<file path="src/sv/iaf_pkg.sv">
package iaf_pkg;

  // field widths
  localparam int unsigned WORD_W  = 16;
  localparam int unsigned DWORD_W = 2 * WORD_W;
  localparam int unsigned CNT_W   = $clog2(DWORD_W);

  // largest quotient magnitudes for a positive and for a negative result
  localparam logic [DWORD_W-1:0] QUOT_POS_MAX = DWORD_W'(32767);
  localparam logic [DWORD_W-1:0] QUOT_NEG_MAX = DWORD_W'(32768);

  // operation codes
  typedef enum logic [2:0] {
    MODE_ADD16 = 3'd0,
    MODE_SUB16 = 3'd1,
    MODE_NEG16 = 3'd2,
    MODE_ADD32 = 3'd3,
    MODE_SUB32 = 3'd4,
    MODE_MUL   = 3'd5,
    MODE_DIV   = 3'd6,
    MODE_CMP   = 3'd7
  } mode_e;

  // interrupt codes
  typedef enum logic [1:0] {
    IRQ_NONE     = 2'd0,
    IRQ_DIV_ZERO = 2'd1,
    IRQ_DIV_OVF  = 2'd2
  } irq_e;

  // control state, one-hot
  typedef enum logic [1:0] {
    ST_IDLE = 2'b01,
    ST_RUN  = 2'b10
  } state_e;

  // input item
  typedef struct packed {
    mode_e             mode;
    logic [WORD_W-1:0] acc_hi;
    logic [WORD_W-1:0] acc_lo;
    logic [WORD_W-1:0] arg_hi;
    logic [WORD_W-1:0] arg_lo;
    logic              carry_in;
  } in_item_t;

  // result item
  typedef struct packed {
    logic [WORD_W-1:0] result_hi;
    logic [WORD_W-1:0] result_lo;
    logic              write_back;
    irq_e              interrupt_code;
    logic              flag_z;
    logic              flag_m;
    logic              flag_v;
    logic              flag_c;
    logic              flag_l;
    logic              flag_e;
    logic              flag_g;
  } out_item_t;

  // persistent flags
  typedef struct packed {
    logic z;
    logic m;
    logic v;
    logic c;
    logic l;
    logic e;
    logic g;
  } flags_t;

  // set-up of the bit-serial adder
  typedef struct packed {
    logic [DWORD_W-1:0] x;      // first operand
    logic [DWORD_W-1:0] b;      // second operand before negation
    logic               neg;    // negate b on the fly
    logic               cin;    // increment added to b after any negation
    logic               len32;  // 32 bits instead of 16
  } add_cfg_t;

  // what the bit-serial adder leaves behind
  typedef struct packed {
    logic [DWORD_W-1:0] sum;   // sum bits, msb aligned
    logic               xa;    // top bit of x
    logic               yb;    // top bit of the addend
    logic               zs;    // top bit of the sum
    logic               c;     // carry out of the top bit
    logic               yc;    // carry out of the addend increment
    logic               nz;    // any sum bit set
    logic               nzab;  // any operand bit set
    logic               lt;    // signed x less than b
    logic               ne;    // x differs from b
  } add_stat_t;

  // set-up of the multiply / divide unit
  typedef struct packed {
    logic              div;
    logic [WORD_W-1:0] a_hi;
    logic [WORD_W-1:0] a_lo;
    logic [WORD_W-1:0] b_lo;
  } md_cfg_t;

  // result of the multiply / divide unit
  typedef struct packed {
    logic [WORD_W-1:0] hi;
    logic [WORD_W-1:0] lo;
    logic              zero;
    logic              minus;
    logic              dz;    // divisor is zero
    logic              ovf;   // quotient out of range
  } md_stat_t;

endpackage

</file>
<file path="src/sv/integer_alu_with_flags_top.sv">
// Integer ALU with a persistent flag set (Z, M, V, C and the compare flags
// L, E, G). One item in gives one item out; the item carries the flags as they
// stand after the operation. Items are handled one at a time. Add16, sub16,
// neg16 and compare run through a bit-serial adder, one bit per cycle, as do
// add32 and sub32. Multiply runs a shift-add over one multiplier bit per cycle;
// divide is a restoring divide over one quotient bit per cycle. A finished
// item sits in the output register, so a new item is taken while it waits,
// but the next result is held back until it has been taken. Divide by zero
// or quotient overflow reports an interrupt code, writes nothing back and
// leaves all flags alone.
module integer_alu_with_flags_top import iaf_pkg::*; (
  input  logic      clk_i,
  input  logic      rst_ni,
  input  logic      in_valid_i,
  output logic      in_stall_o,
  input  in_item_t  in_item_i,
  output logic      out_valid_o,
  input  logic      out_stall_i,
  output out_item_t out_item_o
);

  state_e    st_q, st_d;
  mode_e     mode_q;
  flags_t    fl_q, fl_d;
  logic      out_valid_q;
  out_item_t out_q, out_d;

  logic      accept;
  logic      finish;
  logic      start_add, start_md;
  logic      add_busy, md_busy;
  add_cfg_t  add_cfg;
  add_stat_t add_st;
  md_cfg_t   md_cfg;
  md_stat_t  md_st;
  logic      ov;
  logic      c16;

  assign in_stall_o = (st_q != ST_IDLE);
  assign accept     = in_valid_i && (st_q == ST_IDLE);
  assign finish     = (st_q == ST_RUN) && !add_busy && !md_busy &&
                      (!out_valid_q || !out_stall_i);

  // route the item to one of the two units
  always_comb begin
    add_cfg.x     = {{WORD_W{1'b0}}, in_item_i.acc_lo};
    add_cfg.b     = {{WORD_W{1'b0}}, in_item_i.arg_lo};
    add_cfg.neg   = 1'b0;
    add_cfg.cin   = 1'b0;
    add_cfg.len32 = 1'b0;
    start_add     = 1'b0;
    start_md      = 1'b0;
    unique case (in_item_i.mode)
      MODE_ADD16: begin
        add_cfg.cin = in_item_i.carry_in;
        start_add   = accept;
      end
      MODE_SUB16: begin
        add_cfg.neg = 1'b1;
        add_cfg.cin = in_item_i.carry_in;
        start_add   = accept;
      end
      MODE_NEG16: begin
        add_cfg.x   = {{WORD_W{1'b0}}, ~in_item_i.acc_lo};
        add_cfg.b   = '0;
        add_cfg.cin = in_item_i.carry_in;
        start_add   = accept;
      end
      MODE_ADD32: begin
        add_cfg.x     = {in_item_i.acc_hi, in_item_i.acc_lo};
        add_cfg.b     = {in_item_i.arg_hi, in_item_i.arg_lo};
        add_cfg.len32 = 1'b1;
        start_add     = accept;
      end
      MODE_SUB32: begin
        add_cfg.x     = {in_item_i.acc_hi, in_item_i.acc_lo};
        add_cfg.b     = {in_item_i.arg_hi, in_item_i.arg_lo};
        add_cfg.neg   = 1'b1;
        add_cfg.len32 = 1'b1;
        start_add     = accept;
      end
      MODE_MUL, MODE_DIV: begin
        start_md = accept;
      end
      MODE_CMP: begin
        start_add = accept;
      end
      default: begin
        start_add = 1'b0;
      end
    endcase
    md_cfg.div  = (in_item_i.mode == MODE_DIV);
    md_cfg.a_hi = in_item_i.acc_hi;
    md_cfg.a_lo = in_item_i.acc_lo;
    md_cfg.b_lo = in_item_i.arg_lo;
  end

  iaf_addser u_addser (
    .clk_i   (clk_i),
    .rst_ni  (rst_ni),
    .start_i (start_add),
    .cfg_i   (add_cfg),
    .busy_o  (add_busy),
    .stat_o  (add_st)
  );

  iaf_muldiv u_muldiv (
    .clk_i   (clk_i),
    .rst_ni  (rst_ni),
    .start_i (start_md),
    .cfg_i   (md_cfg),
    .busy_o  (md_busy),
    .stat_o  (md_st)
  );

  // next state
  always_comb begin
    st_d = st_q;
    unique case (st_q)
      ST_IDLE: if (accept) begin
        st_d = ST_RUN;
      end
      ST_RUN: if (finish) begin
        st_d = ST_IDLE;
      end
      default: st_d = ST_IDLE;
    endcase
  end

  // flags and result item from the unit that ran
  always_comb begin
    fl_d = fl_q;
    ov   = (add_st.xa & add_st.yb & !add_st.zs) | (!add_st.xa & !add_st.yb & add_st.zs);
    c16  = add_st.c | add_st.yc;
    out_d.result_hi      = '0;
    out_d.result_lo      = '0;
    out_d.write_back     = 1'b0;
    out_d.interrupt_code = IRQ_NONE;
    unique case (mode_q)
      MODE_ADD16, MODE_SUB16, MODE_NEG16: begin
        fl_d.v = ov;
        fl_d.m = add_st.zs ^ ov;
        fl_d.c = c16;
        fl_d.z = !add_st.nz && (!c16 || !ov);
        // zero minus zero sets carry after zero is settled
        if (mode_q == MODE_SUB16 && !add_st.nzab) begin
          fl_d.c = 1'b1;
        end
        out_d.result_lo  = add_st.sum[DWORD_W-1:WORD_W];
        out_d.write_back = 1'b1;
      end
      MODE_ADD32, MODE_SUB32: begin
        fl_d.v = fl_q.v | ov;
        fl_d.m = add_st.zs ^ ov;
        fl_d.c = add_st.c;
        fl_d.z = !add_st.nz;
        out_d.result_hi  = add_st.sum[DWORD_W-1:WORD_W];
        out_d.result_lo  = add_st.sum[WORD_W-1:0];
        out_d.write_back = 1'b1;
      end
      MODE_MUL: begin
        fl_d.z = md_st.zero;
        fl_d.m = md_st.minus;
        out_d.result_hi  = md_st.hi;
        out_d.result_lo  = md_st.lo;
        out_d.write_back = 1'b1;
      end
      MODE_DIV: begin
        priority if (md_st.dz) begin
          out_d.interrupt_code = IRQ_DIV_ZERO;
        end else if (md_st.ovf) begin
          out_d.interrupt_code = IRQ_DIV_OVF;
        end else begin
          fl_d.z = md_st.zero;
          fl_d.m = md_st.minus;
          out_d.result_hi  = md_st.hi;
          out_d.result_lo  = md_st.lo;
          out_d.write_back = 1'b1;
        end
      end
      MODE_CMP: begin
        fl_d.l = add_st.lt;
        fl_d.e = !add_st.ne;
        fl_d.g = add_st.ne && !add_st.lt;
      end
      default: begin
        fl_d = fl_q;
      end
    endcase
    out_d.flag_z = fl_d.z;
    out_d.flag_m = fl_d.m;
    out_d.flag_v = fl_d.v;
    out_d.flag_c = fl_d.c;
    out_d.flag_l = fl_d.l;
    out_d.flag_e = fl_d.e;
    out_d.flag_g = fl_d.g;
  end

  // control state, flags and output valid
  always_ff @(posedge clk_i or negedge rst_ni) begin
    if (!rst_ni) begin
      st_q        <= ST_IDLE;
      fl_q        <= '0;
      out_valid_q <= 1'b0;
    end else begin
      st_q <= st_d;
      if (finish) begin
        fl_q        <= fl_d;
        out_valid_q <= 1'b1;
      end else if (!out_stall_i) begin
        out_valid_q <= 1'b0;
      end
    end
  end

  // item mode and output payload
  always_ff @(posedge clk_i) begin
    if (accept) begin
      mode_q <= in_item_i.mode;
    end
    if (finish) begin
      out_q <= out_d;
    end
  end

  assign out_valid_o = out_valid_q;
  assign out_item_o  = out_q;

`ifndef ASSERT_OFF
  a_idle_units_quiet: assert property (@(posedge clk_i) disable iff (!rst_ni)
    (st_q == ST_IDLE) |-> !(add_busy || md_busy))
    else $error("unit busy while no item is in flight");

  a_one_unit: assert property (@(posedge clk_i) disable iff (!rst_ni)
    !(add_busy && md_busy))
    else $error("both units busy at once");

  a_cmp_flags: assert property (@(posedge clk_i) disable iff (!rst_ni)
    $onehot0({fl_q.l, fl_q.e, fl_q.g}))
    else $error("more than one compare flag set");

  a_irq_no_write: assert property (@(posedge clk_i) disable iff (!rst_ni)
    (out_valid_q && out_q.interrupt_code != IRQ_NONE) |->
      (!out_q.write_back && out_q.result_hi == '0 && out_q.result_lo == '0))
    else $error("interrupt item carries a write back");
`endif

endmodule

</file>
<file path="src/sv/iaf_addser.sv">
module iaf_addser import iaf_pkg::*; (
  input  logic      clk_i,
  input  logic      rst_ni,
  input  logic      start_i,
  input  add_cfg_t  cfg_i,
  output logic      busy_o,
  output add_stat_t stat_o
);

  localparam logic [CNT_W-1:0] LAST16 = CNT_W'(WORD_W - 1);
  localparam logic [CNT_W-1:0] LAST32 = CNT_W'(DWORD_W - 1);

  logic               busy_q;
  logic [CNT_W-1:0]   cnt_q;
  logic               len32_q;
  logic               neg_q;
  logic [DWORD_W-1:0] x_q;
  logic [DWORD_W-1:0] b_q;
  logic [DWORD_W-1:0] s_q;
  logic               nc_q;
  logic               ic_q;
  logic               c_q;
  logic               nz_q;
  logic               nzab_q;
  logic               lt_q;
  logic               ne_q;
  logic               xa_q;
  logic               yb_q;
  logic               zs_q;

  logic xi, braw, bi, ni, yi, si, last, differ;

  // one bit of negate, increment and add per cycle, lsb first
  always_comb begin
    xi     = x_q[0];
    braw   = b_q[0];
    bi     = braw ^ neg_q;
    ni     = bi ^ nc_q;
    yi     = ni ^ ic_q;
    si     = xi ^ yi ^ c_q;
    differ = xi ^ braw;
    last   = (cnt_q == (len32_q ? LAST32 : LAST16));
  end

  // bit counter
  always_ff @(posedge clk_i or negedge rst_ni) begin
    if (!rst_ni) begin
      busy_q <= 1'b0;
      cnt_q  <= '0;
    end else if (start_i) begin
      busy_q <= 1'b1;
      cnt_q  <= '0;
    end else if (busy_q) begin
      cnt_q <= cnt_q + CNT_W'(1);
      if (last) begin
        busy_q <= 1'b0;
      end
    end
  end

  // operand shift registers and running status
  always_ff @(posedge clk_i) begin
    if (start_i) begin
      x_q     <= cfg_i.x;
      b_q     <= cfg_i.b;
      s_q     <= '0;
      neg_q   <= cfg_i.neg;
      len32_q <= cfg_i.len32;
      nc_q    <= cfg_i.neg;
      ic_q    <= cfg_i.cin;
      c_q     <= 1'b0;
      nz_q    <= 1'b0;
      nzab_q  <= 1'b0;
      lt_q    <= 1'b0;
      ne_q    <= 1'b0;
    end else if (busy_q) begin
      x_q    <= {1'b0, x_q[DWORD_W-1:1]};
      b_q    <= {1'b0, b_q[DWORD_W-1:1]};
      s_q    <= {si, s_q[DWORD_W-1:1]};
      nc_q   <= bi & nc_q;
      ic_q   <= ni & ic_q;
      c_q    <= (xi & yi) | (c_q & (xi ^ yi));
      nz_q   <= nz_q | si;
      nzab_q <= nzab_q | xi | braw;
      ne_q   <= ne_q | differ;
      // the highest differing bit decides; on the sign bit the sense flips
      if (differ) begin
        lt_q <= last ? xi : braw;
      end
      if (last) begin
        xa_q <= xi;
        yb_q <= yi;
        zs_q <= si;
      end
    end
  end

  assign busy_o      = busy_q;
  assign stat_o.sum  = s_q;
  assign stat_o.xa   = xa_q;
  assign stat_o.yb   = yb_q;
  assign stat_o.zs   = zs_q;
  assign stat_o.c    = c_q;
  assign stat_o.yc   = ic_q;
  assign stat_o.nz   = nz_q;
  assign stat_o.nzab = nzab_q;
  assign stat_o.lt   = lt_q;
  assign stat_o.ne   = ne_q;

endmodule

</file>
<file path="src/sv/iaf_muldiv.sv">
module iaf_muldiv import iaf_pkg::*; (
  input  logic     clk_i,
  input  logic     rst_ni,
  input  logic     start_i,
  input  md_cfg_t  cfg_i,
  output logic     busy_o,
  output md_stat_t stat_o
);

  localparam logic [CNT_W-1:0] LAST16 = CNT_W'(WORD_W - 1);
  localparam logic [CNT_W-1:0] LAST32 = CNT_W'(DWORD_W - 1);
  localparam int unsigned      SUM_W  = WORD_W + 2;

  logic               busy_q;
  logic [CNT_W-1:0]   cnt_q;
  logic               div_q;
  logic               dneg_q;
  logic               vneg_q;
  logic [WORD_W-1:0]  opa_q;
  logic [WORD_W:0]    acc_q;
  logic [DWORD_W-1:0] w_q;

  logic               last;
  logic               sub;
  logic               qbit;
  logic [SUM_W-1:0]   add_a;
  logic [SUM_W-1:0]   add_b;
  logic [SUM_W-1:0]   sum;
  logic [DWORD_W-1:0] dividend;
  logic [DWORD_W-1:0] prod;
  logic               qneg;

  // shared 18-bit adder: shift-add step or restoring divide step
  always_comb begin
    last = (cnt_q == (div_q ? LAST32 : LAST16));
    if (div_q) begin
      add_a = {1'b0, acc_q[WORD_W-1:0], w_q[DWORD_W-1]};
      add_b = {2'b00, opa_q};
      sub   = 1'b1;
    end else begin
      add_a = {acc_q[WORD_W], acc_q};
      add_b = w_q[0] ? {{2{opa_q[WORD_W-1]}}, opa_q} : '0;
      sub   = last;
    end
    sum  = add_a + (sub ? ~add_b : add_b) + SUM_W'(sub);
    qbit = !sum[SUM_W-1];
  end

  assign dividend = {cfg_i.a_hi, cfg_i.a_lo};

  // step counter
  always_ff @(posedge clk_i or negedge rst_ni) begin
    if (!rst_ni) begin
      busy_q <= 1'b0;
      cnt_q  <= '0;
    end else if (start_i) begin
      busy_q <= 1'b1;
      cnt_q  <= '0;
    end else if (busy_q) begin
      cnt_q <= cnt_q + CNT_W'(1);
      if (last) begin
        busy_q <= 1'b0;
      end
    end
  end

  // divide operands are loaded as magnitudes, multiply operands as they stand
  always_ff @(posedge clk_i) begin
    if (start_i) begin
      div_q  <= cfg_i.div;
      dneg_q <= cfg_i.a_hi[WORD_W-1];
      vneg_q <= cfg_i.b_lo[WORD_W-1];
      acc_q  <= '0;
      if (cfg_i.div) begin
        opa_q <= cfg_i.b_lo[WORD_W-1] ? WORD_W'(0) - cfg_i.b_lo : cfg_i.b_lo;
        w_q   <= cfg_i.a_hi[WORD_W-1] ? DWORD_W'(0) - dividend : dividend;
      end else begin
        opa_q <= cfg_i.a_lo;
        w_q   <= {{WORD_W{1'b0}}, cfg_i.b_lo};
      end
    end else if (busy_q) begin
      if (div_q) begin
        acc_q <= {1'b0, qbit ? sum[WORD_W-1:0] : add_a[WORD_W-1:0]};
        w_q   <= {w_q[DWORD_W-2:0], qbit};
      end else begin
        acc_q <= sum[SUM_W-1:1];
        w_q   <= {w_q[DWORD_W-1:WORD_W], sum[0], w_q[WORD_W-1:1]};
      end
    end
  end

  // final product, or quotient and remainder with their signs restored
  always_comb begin
    prod = {acc_q[WORD_W-1:0], w_q[WORD_W-1:0]};
    qneg = dneg_q ^ vneg_q;
    stat_o.dz  = (opa_q == '0);
    stat_o.ovf = qneg ? (w_q > QUOT_NEG_MAX) : (w_q > QUOT_POS_MAX);
    if (div_q) begin
      stat_o.lo    = qneg ? WORD_W'(0) - w_q[WORD_W-1:0] : w_q[WORD_W-1:0];
      stat_o.hi    = dneg_q ? WORD_W'(0) - acc_q[WORD_W-1:0] : acc_q[WORD_W-1:0];
      stat_o.zero  = (w_q[WORD_W-1:0] == '0);
      stat_o.minus = qneg && (w_q[WORD_W-1:0] != '0);
    end else begin
      stat_o.hi    = prod[DWORD_W-1:WORD_W];
      stat_o.lo    = prod[WORD_W-1:0];
      stat_o.zero  = (prod == '0);
      stat_o.minus = prod[DWORD_W-1];
    end
  end

  assign busy_o = busy_q;

endmodule

</file>
<file path="config.mk">
export PLATFORM = sky130hd
export DESIGN_NAME = integer_alu_with_flags_top
export DESIGN_NICKNAME = d
export VERILOG_FILES = /design/src/sv/iaf_pkg.sv /design/src/sv/integer_alu_with_flags_top.sv /design/src/sv/iaf_addser.sv /design/src/sv/iaf_muldiv.sv
export SDC_FILE = /design/constraint.sdc
export NUM_CORES = 1
export LEC_CHECK = 0
export ABC_AREA = 1
export BUFFER_PORTS_ARGS = -buffer_cell sky130_fd_sc_hd__buf_4
export CAP_MARGIN = 10
export CORE_MARGIN = 1
export CORE_UTILIZATION = 35
export CTS_CLUSTER_DIAMETER = 200
export DETAILED_ROUTE_END_ITERATION = 16
export PLACE_DENSITY_LB_ADDON = 0.1
export SYNTH_ARGS = -nofsm -noshare
export SYNTH_HDL_FRONTEND = slang
export SYNTH_HIERARCHICAL = 1
export SYNTH_SLANG_ARGS = --single-unit
</file>
<file path="constraint.sdc">
create_clock -name clk_i -period 4.6 [get_ports clk_i]
set_input_delay 0.92 -clock clk_i [delete_from_list [all_inputs] [get_ports clk_i]]
set_output_delay 0.92 -clock clk_i [all_outputs]
set_load 0.02 [all_outputs]
</file>
======== Word level (Yosys, flattened, before mapping) ========
Index checks and enable logic that the tools add are counted.
word-level totals
  memories kept ........................... 0
  bits in latches ......................... 0
  RAM bits ................................ 0
  word-level logic and storage cells ...... 215
  output and inout bits ................... 44
  memory bits (read-only) ................. 0
  bits of input ports ..................... 72
  register bits ........................... 243
operators by class
  add/sub/neg operators ................... 8
  order comparisons ....................... 2
  muxes and demuxes ....................... 62
  shift operators ......................... 0
  bitwise operators ....................... 28
  reduce and logical (&&, ||, !) cells .... 45
  eq/ne operators ......................... 22
  $mul .................................... 0
  div/mod/pow operators ................... 0
operators by type and width
  operator                 number
  $mux W32                 9
  $pmux W64 S2             1
  $mux W16                 5
  $mux W18                 4
  $pmux W17 S4             1
  $mux W33                 2
  $pmux W16 S3             1
  $sub A1 B16 Y16 const A  3
  $mux W34                 1
  $gt A32 B15 Y1 const B   1
  $gt A32 B16 Y1 const B   1
  $logic_not A16 Y1        2
  $logic_not A32 Y1        1
  $sub A1 B32 Y32 const A  1
  $mux W5                  6
  $eq A3 B3 Y1 const B     8
  $mux W1                  22
  $add A18 B1 Y18          1
  $add A18 B18 Y18         1
  $not A18 Y18             1
  $mux W17                 1
  $not A16 Y16             1
  $reduce_bool A16 Y1      1
  $logic_not A1 Y1         14
  25 further kinds         78

======== Logic depth before layout (Yosys ltp) ========
Gate-level depths: netlist (run 1).
  word-level depth ........................ 10
  mapped depth ............................ 23

======== Modules after synthesis ========
The synthesis (run 1) kept the hierarchy.
modules (own cells, without submodules)
  module                      times used  cells an instance  sequential area each (sq um)  area an instance (sq um)
  iaf_muldiv                  1           1034               2021.9                        7093.1
  iaf_addser                  1           467                3022.9                        4634.4
  integer_alu_with_flags_top  1           390                1602.8                        3151.8

======== Worst setup path after synthesis (run 1) ========
OpenSTA, ideal clock, no wires.
  path kind ............................... input port to flip-flop
  from .................................... in in_item_i[67] (netlist bit)
  to ...................................... reg u_muldiv.w_q[16] (enable)
  required time ........................... 4.212 ns
  data arrival time ....................... 3.180 ns
  cell stages on the path ................. 7
  path slack .............................. 1.031 ns
  path buffers ............................ 1
  setup time .............................. 0.388 ns
  path through ............................ inv_1 -> nor2_1 -> nand2_1 -> nor2_1 -> clkbuf_1 -> nor2_1 -> nor2_1
on the way
  cells in the longest elaborated chain, start to end .. 5
RTL lines
  element                          line                              RTL
  start: declaration               integer_alu_with_flags_top.sv:16  input in_item_t in_item_i,
  $eq A3 B3 Y1                     integer_alu_with_flags_top.sv:53  unique case (in_item_i.mode)
  $reduce_or A2 Y1 (*)             integer_alu_with_flags_top.sv:53
  $mux W1 (*)                      integer_alu_with_flags_top.sv:53
  named net start_md               integer_alu_with_flags_top.sv:30  logic start_add, start_md;
  $reduce_bool A2 Y1 (no line)     -
  $reduce_and A2 Y1 (no line) (*)  -
  end signal: assignment           iaf_muldiv.sv:76                  w_q <= cfg_i.a_hi[WORD_W-1] ? DWORD_W'(0) - dividend : dividend;
  end signal: assignment           iaf_muldiv.sv:79                  w_q <= {{WORD_W{1'b0}}, cfg_i.b_lo};
  end signal: assignment           iaf_muldiv.sv:84                  w_q <= {w_q[DWORD_W-2:0], qbit};
  end: declaration                 iaf_muldiv.sv:21                  logic [DWORD_W-1:0] w_q;
The timed path passes the listed nets; every way through them passes the cells marked *.
A chain may end at the register's enable or synchronous reset.

==> results of run 1 <==
-- worst register-to-register path: stages, from the launching register on --
cell and delay [ns]:
edfxtp_1 0.53, inv_1 0.15, ha_1 0.20, nand4_1 0.13, inv_1 0.09, nand4_1 0.11
nor2_1 0.20, nand3_1 0.16, o21ai_0 0.35, nand4_1 0.43, nor2_1 0.30, nand2_1 0.14
nand2_1 0.54, buf_4 0.36, nand3_1 0.12, o21ai_1 0.14
-- layout by cell type (no fill, tap or decap), types with 7 or more instances in the layout --
master	n
o211ai_1	26
clkinv_2	7
nand2_2	26
a21oi_2	7
clkbuf_16	31
ha_1	24
nor2_4	7
inv_1	279
nand2_1	502
nor2_1	162
o22ai_1	44
edfxtp_1	167
nand3_2	11
xor2_1	50
clkbuf_1	7
nor3_1	19
nor4_1	11
a21oi_1	71
o21ai_1	15
o21ai_0	79
dfxtp_1	54
buf_4	128
dfrtp_1	21
nand4_1	10
o221ai_1	19
nand3_1	104
xnor2_1	44
-- layer usage --
metal	track usage	routed length (um)	vias up
met5	0	13	-
met4	0.0444	673	2
met3	0.0281	2010	49
met2	0.319	19400	294
met1	0.284	20600	5974
li1	-	-	6324
-- flip-flops by register name (all words and copies together) (netlist names), 7 cells and up --
| signal | count |
|---|---|
| u_addser/x_q | 32 |
| u_muldiv/acc_q | 17 |
| u_addser/b_q | 32 |
| out_item_o | 42 |
| u_muldiv/opa_q | 16 |
| u_muldiv/w_q | 32 |
| u_addser/s_q | 32 |
| fl_q | 7 |
-- metrics by stage --
| stage | hold WS, ns | area (um^2) |
|---|---|---|
| final | 0.245 | 17100 |
| after global routing | 0.239 | 17100 |
| after CTS | 0.229 | 17100 |
| after detailed placement | 0.450 | 16100 |
| after global placement | 0.448 | 16100 |
| after floorplan | 0.429 | 14900 |
-- final cells by class --
cell class	instances	area (um^2)	area share
well taps	539	674	0.0394
clock inverters	13	166	0.00973
inverters	287	1080	0.0633
repair buffers	128	961	0.0562
clock buffers	43	871	0.0509
multi-input cells	1281	6700	0.392
flip-flops and latches	243	6650	0.389
-- worst max-delay path by stage --
stage / startpoint / endpoint / slack [ns] / cells past startpoint
after floorplan: in_item_i[67] / u_muldiv/w_q[16]$_DFFE_PP_ / 1.03 / 7
after detailed placement: u_muldiv/w_q[0]$_DFFE_PP_ / out_item_o[22]$_DFFE_PP_ / 0.45 / 15
after global routing: u_muldiv/w_q[0]$_DFFE_PP_ / out_item_o[10]$_DFFE_PP_ / 0.12 / 15
final: u_muldiv/w_q[0]$_DFFE_PP_ / out_item_o[31]$_DFFE_PP_ / 0.49 / 15
after global placement: u_muldiv/w_q[0]$_DFFE_PP_ / out_item_o[24]$_DFFE_PP_ / 0.53 / 15
after CTS: u_muldiv/w_q[0]$_DFFE_PP_ / out_item_o[22]$_DFFE_PP_ / 0.44 / 15
-- power groups by stage --
stage | Sequential, mW | Clock, mW | Combinational, mW
3_3_place_gp | 3.57 | 0 | 4.17
2_1_floorplan | 3.46 | 0 | 3.24
5_1_grt | 3.62 | 2.62 | 4.72
4_1_cts | 3.55 | 2.52 | 4.20
6_report | 3.54 | 2.45 | 4.18
3_5_place_dp | 3.59 | 0 | 4.19
-- cells by family after synthesis --
family	count (synthesis)	share of synthesized area
AO/OA/AOI/OAI	285	0.116
buffers and inverters	367	0.104
XOR/XNOR	94	0.0553
adder cells (fa/ha/maj)	26	0.0229
AND/OR/NAND/NOR	876	0.255
flip-flops	243	0.447
==> parameters.txt, run 1 <==
Parameter                              Value

Critical path
  Critical path endpoint category    register
  Cells traversed along the worst timing path    inv_1, ha_1, nand4_1, inv_1, nand4_1, nor2_1, nand3_1, o21ai_0, nand4_1, nor2_1, nand2_1, nand2_1, buf_4, nand3_1, o21ai_1
  Maximum fanout count along the critical path    18
  Kind of launch point of the worst setup path    register
  Flop2flop setup slack    0.49 ns
  Reg-to-reg endpoint    out_item_o[31]$_DFFE_PP_
  Worst reg2reg path startpoint    u_muldiv/w_q[0]$_DFFE_PP_
  Critical path data arrival time    4.51 ns
  Required time of the critical path    5.00 ns
  Category of cells accounting for the largest share of critical-path delay    simple AND/OR/NAND/NOR gates
  Number of cells traversed by the worst register-to-register path    15
  Cell repeated most along the worst path    nand4_1
  Slowest stage cell on the critical path    nand2_1
  Setup Crit Path Kind    register to register
  Crit path buffers/inverters    3
  Largest stage delay on the critical path    0.54 ns

Synthesis
  Part of the Yosys area used for sequential elements    0.447
  Register bit count reported by yosys    243
  Syn nets    1989
  Cells after synthesis    1891
  Total number of yosys warnings    6
  Async set-reset flop share out of synthesis    0.0905
  Synth top area share    0.337
  Unique cell type count in the Yosys netlist    55
  Per-instance average area after synthesis    7.87 um^2
  Cell area after synthesis    14900 um^2
  Most instantiated library cell after synthesis    nand2_1
  Top cells by area in the synthesized netlist    edfxtp_1, nand2_1, dfxtp_1
  Primary flip-flop cell chosen by synthesis mapping    edfxtp_1
  EDFF count, synth    167
  Top cell types by occurrence after synthesis    nand2_1, inv_1, edfxtp_1
  Most area-hungry cell type in the Yosys netlist    edfxtp_1

Routing
  Starting DRT DRC Count    821
  Total number of vias    12643
  Post-detailed-route count of antenna-violating nets    0
  Total routed wirelength    42.7 mm
  Residual DRC count    0
  Post-DR vias/cell    4.99
  Final routed wire length divided by cell count    16.9 um
  Length of the first detailed-routing pass in iterations    5

Clock tree
  CTS buffer count    30
  Number of buffers on the longest clock path    3
  Clock-pin slew on the worst setup and hold paths    0.06 ns
  Number of levels in the clock H-tree    1
  Clock network latency to the later pin of the worst-skew pair    0.58 ns
  CTS tree    done
  Post-CTS Setup Repair Bufs    0
  Post-cts sizing count    0
  Clock tree root driver cell    clkbuf_16
  Number of sinks on the clock net    243
  Number of hold-repair buffers added at the cts stage    0

Power and ir drop
  Total internal power    6.06 mW
  Proportion of total power due to net switching    0.404
  Overall power    10.2 mW
  Part of the power in registers    0.348
  Max IR drop VDD    293 uV
  Net Sw Power    4.11 mW
  Share of total power in combinational logic    0.411
  Proportion of power drawn by the clock network    0.241
  Total power divided by cell area    595 nW/um^2
  Leak pwr    7.74 nW

STA
  Final-report hold violation count    0
  Number of failing setup endpoints in the final timing report    0
  Summed negative setup slack over all endpoints    0 ns
  Relative slew slack    0.250
  Clock Skews    0.0170 ns
  Max Slew Vio Count    0
  Worst-Margin Slew    1.11 ns
  Setup ws final    0.491 ns
  Peak clock frequency supported by timing    243 MHz
  Time the final worst path needs with I/O delays and setup    4.11 ns
  Final Cycle Share    0.893
  Setup repair after global routing missed its margin    false

Place
  Setup slack after placement    0.449 ns
  # placed instances    2478
  Weighted congestion reported at the end of routability-driven placement    0.909
  Total of buffers placed on input and output ports    115
  Post-detail-place hpwl    31.6 mm

Final layout
  Fraction of final layout cells with drive strength greater than 1    0.128
  Final instance count without filler cells    2534
  Final layout net count    2069
  Relative area change from synthesis to final layout    15.0%
  Final design utilization    0.408
  Total of fill cells in the finished design    4361
  Number of antenna cells inserted    0

Global route
  Global-route wire length before repair    68.9 mm
  Maximum number of pins on one net before global-route repair    74
  Number of antenna violations at the first check in global routing    1
  GRT Total Usage    0.199
  GRT overflow    0
  Vias in the first global route    12283

Status
  Status    finished clean

Floorplanning
  X dimension of the die    208 um
  Die outline area    43300 um^2
  Number of primary I/O pins    116
  Row count    75
  Initial standard-cell utilization of the core    0.355
  Die Y-Extent    208 um
  Placeable core area    41900 um^2

Job
  Maximum capacitance violations    0

Min path
  Hold/Removal Path Class    input pin to asynchronous set/reset pin
Power figures use the tool's default switching activity.
==> run 2: changes to the inputs <==
Settings changed: RECOVER_POWER set to 25, SETUP_SLACK_MARGIN set to 0.02.
==> run 2 against run 1 <==
Effect of this change:
- the flow now finishes with violations (max-capacitance violations, max-slew violations)
- non-clock buffer count unchanged
- critical path depth did not move
- via count barely moved
- worst hold slack improved by 0.21 ns
- critical path type unchanged
==> parameters.txt, run 2 (synthesized netlist as in run 1, its figures left out) <==
Parameter                              Value

Power and ir drop
  Total power divided by cell area    600 nW/um^2
  Max IR drop VDD    293 uV
  Leak pwr    7.59 nW

Final layout
  Relative area change from synthesis to final layout    13.7%
  Fraction of final layout cells with drive strength greater than 1    0.105
  Total of fill cells in the finished design    4397
  Final design utilization    0.403
  Commonest cells after routing, fill and taps aside    nand2_1, inv_1, edfxtp_1
  Most frequent standard cell in the layout excluding fill and tap cells    nand2_1
  Final layout net count    2069
  Max FFs per register    42
  Number of antenna cells inserted    0

Min path
  Hold wc startpoint    u_addser/ne_q$_SDFFE_PP0P_
  Number of cells on the worst hold path    2
  Hold/Removal Path Class    register to register
  End point of the worst hold path    u_addser/ne_q$_SDFFE_PP0P_

STA
  Worst-Margin Slew    1.61 ns
  Time the final worst path needs with I/O delays and setup    4.11 ns
  Final Cycle Share    0.893
  Clock Skews    0.0164 ns
  Setup repair after global routing missed its margin    false
  Final-report hold violation count    0
  Setup ws final    0.493 ns
  Max Slew Vio Count    36
  Peak clock frequency supported by timing    243 MHz
  Relative slew slack    -0.0762
  Summed negative setup slack over all endpoints    0 ns
  Number of failing setup endpoints in the final timing report    0

Floorplanning
  Die Y-Extent    208 um
  Die outline area    43300 um^2
  Number of primary I/O pins    116
  Row count    75
  Placeable core area    41900 um^2
  Initial standard-cell utilization of the core    0.355
  X dimension of the die    208 um

Clock tree
  Clock-pin slew on the worst setup and hold paths    0.06 ns
  Post-cts sizing count    0
  Clock network latency to the later pin of the worst-skew pair    0.58 ns
  CTS buffer count    30
  Number of buffers on the longest clock path    3
  Post-CTS Setup Repair Bufs    0
  Number of sinks on the clock net    243
  CTS tree    done
  Number of hold-repair buffers added at the cts stage    0
  Clock tree root driver cell    clkbuf_16
  Number of levels in the clock H-tree    1

Global route
  Vias in the first global route    12283
  Maximum number of pins on one net before global-route repair    74
  Number of antenna violations at the first check in global routing    1
  GRT Total Usage    0.199
  GRT overflow    0
  Global-route wire length before repair    68.9 mm

Routing
  Residual DRC count    0
  Total number of vias    12652
  Post-detailed-route count of antenna-violating nets    0
  Length of the first detailed-routing pass in iterations    5
  Total routed wirelength    42.9 mm
  Final routed wire length divided by cell count    16.9 um
  Post-DR vias/cell    4.99
  Starting DRT DRC Count    863

Place
  Weighted congestion reported at the end of routability-driven placement    0.909
  Setup slack after placement    0.449 ns
  Total of buffers placed on input and output ports    115
  Post-detail-place hpwl    31.6 mm

Job
  Maximum capacitance violations    1

Critical path
  Critical path endpoint category    register
  Maximum fanout count along the critical path    18
  Kind of launch point of the worst setup path    register
  Critical path data arrival time    4.50 ns
  Worst reg2reg path startpoint    u_muldiv/w_q[0]$_DFFE_PP_
  Flop2flop setup slack    0.49 ns
  Reg-to-reg endpoint    out_item_o[22]$_DFFE_PP_
  Required time of the critical path    5.00 ns
  Setup Crit Path Kind    register to register
  Number of cells traversed by the worst register-to-register path    15

Status
  Status    finished with violations
  Violated checks    max-capacitance violations, max-slew violations
[run 2: changes by cell type in the layout (fill, tap and decap cells not counted)]
cell      before  now
buf_4        128   87
clkbuf_1       7   47
nor2_1       162  164
nor2_4         7    5
a21oi_1       71   72
a21oi_4        1    0
clkbuf_2       0    1
dfstp_1        0    1
dfstp_2        1    0
nand2_1      502  503
nand2_2       26   25
nor3_1        19   20
nor3_2         4    3
[run 2: critical path, cell delays in order (launching register included)]
cell      delay, ns
edfxtp_1       0.53
inv_1          0.15
ha_1           0.20
nand4_1        0.13
inv_1          0.09
nand4_1        0.11
nor2_1         0.20
nand3_1        0.15
o21ai_0        0.36
nand4_1        0.40
nor2_1         0.29
nand2_1        0.14
nand2_1        0.53
buf_4          0.35
nand3_1        0.11
o211ai_1       0.16
[run 2: final cells by class]
class,instances,area (um^2),area share
clock buffer,43,871,0.0515
timing repair buffer,128,808,0.0478
clock inverter,13,166,0.00984
inverter,287,1080,0.0640
tap,539,674,0.0399
multi-input combinational,1281,6670,0.394
sequential,243,6650,0.393
[run 2: power by group]
part | internal, mW | leakage [nW] | switching [mW]
Clock | 1.48 | 0.509 | 0.967
Combinational | 1.39 | 4.64 | 2.78
Sequential | 3.18 | 2.44 | 0.362
Total | 6.05 | 7.59 | 4.11
[run 2: layer usage]
layer / vias to the layer above / GRT usage / part of all wire
li1: 6331 / - / -
met1: 5958 / 0.284 / 0.48
met2: 312 / 0.319 / 0.45
met3: 49 / 0.0281 / 0.048
met4: 2 / 0.0444 / 0.016
met5: - / 0 / 0.00030
[run 2: through the flow]
stage	instance area (um^2)	instances	power, mW	hold slack (ns)
6_report	16900	2534	10.2	0.455
4_1_cts	17100	2534	10.3	0.229
3_5_place_dp	16100	2478	7.77	0.450
2_1_floorplan	14900	1891	6.70	0.429
3_3_place_gp	16100	2478	7.75	0.448
5_1_grt	16900	2534	11.0	0.489
[run 2: worst max-delay path by stage]
stage          depth (start not counted)  slack [ns]                       from                         end
2_1_floorplan                          7        1.03              in_item_i[67]  u_muldiv/w_q[16]$_DFFE_PP_
3_3_place_gp                          15        0.53  u_muldiv/w_q[0]$_DFFE_PP_    out_item_o[24]$_DFFE_PP_
3_5_place_dp                          15        0.45  u_muldiv/w_q[0]$_DFFE_PP_    out_item_o[22]$_DFFE_PP_
4_1_cts                               15        0.44  u_muldiv/w_q[0]$_DFFE_PP_    out_item_o[22]$_DFFE_PP_
5_1_grt                               15        0.09  u_muldiv/w_q[0]$_DFFE_PP_    out_item_o[10]$_DFFE_PP_
6_report                              15        0.49  u_muldiv/w_q[0]$_DFFE_PP_    out_item_o[22]$_DFFE_PP_
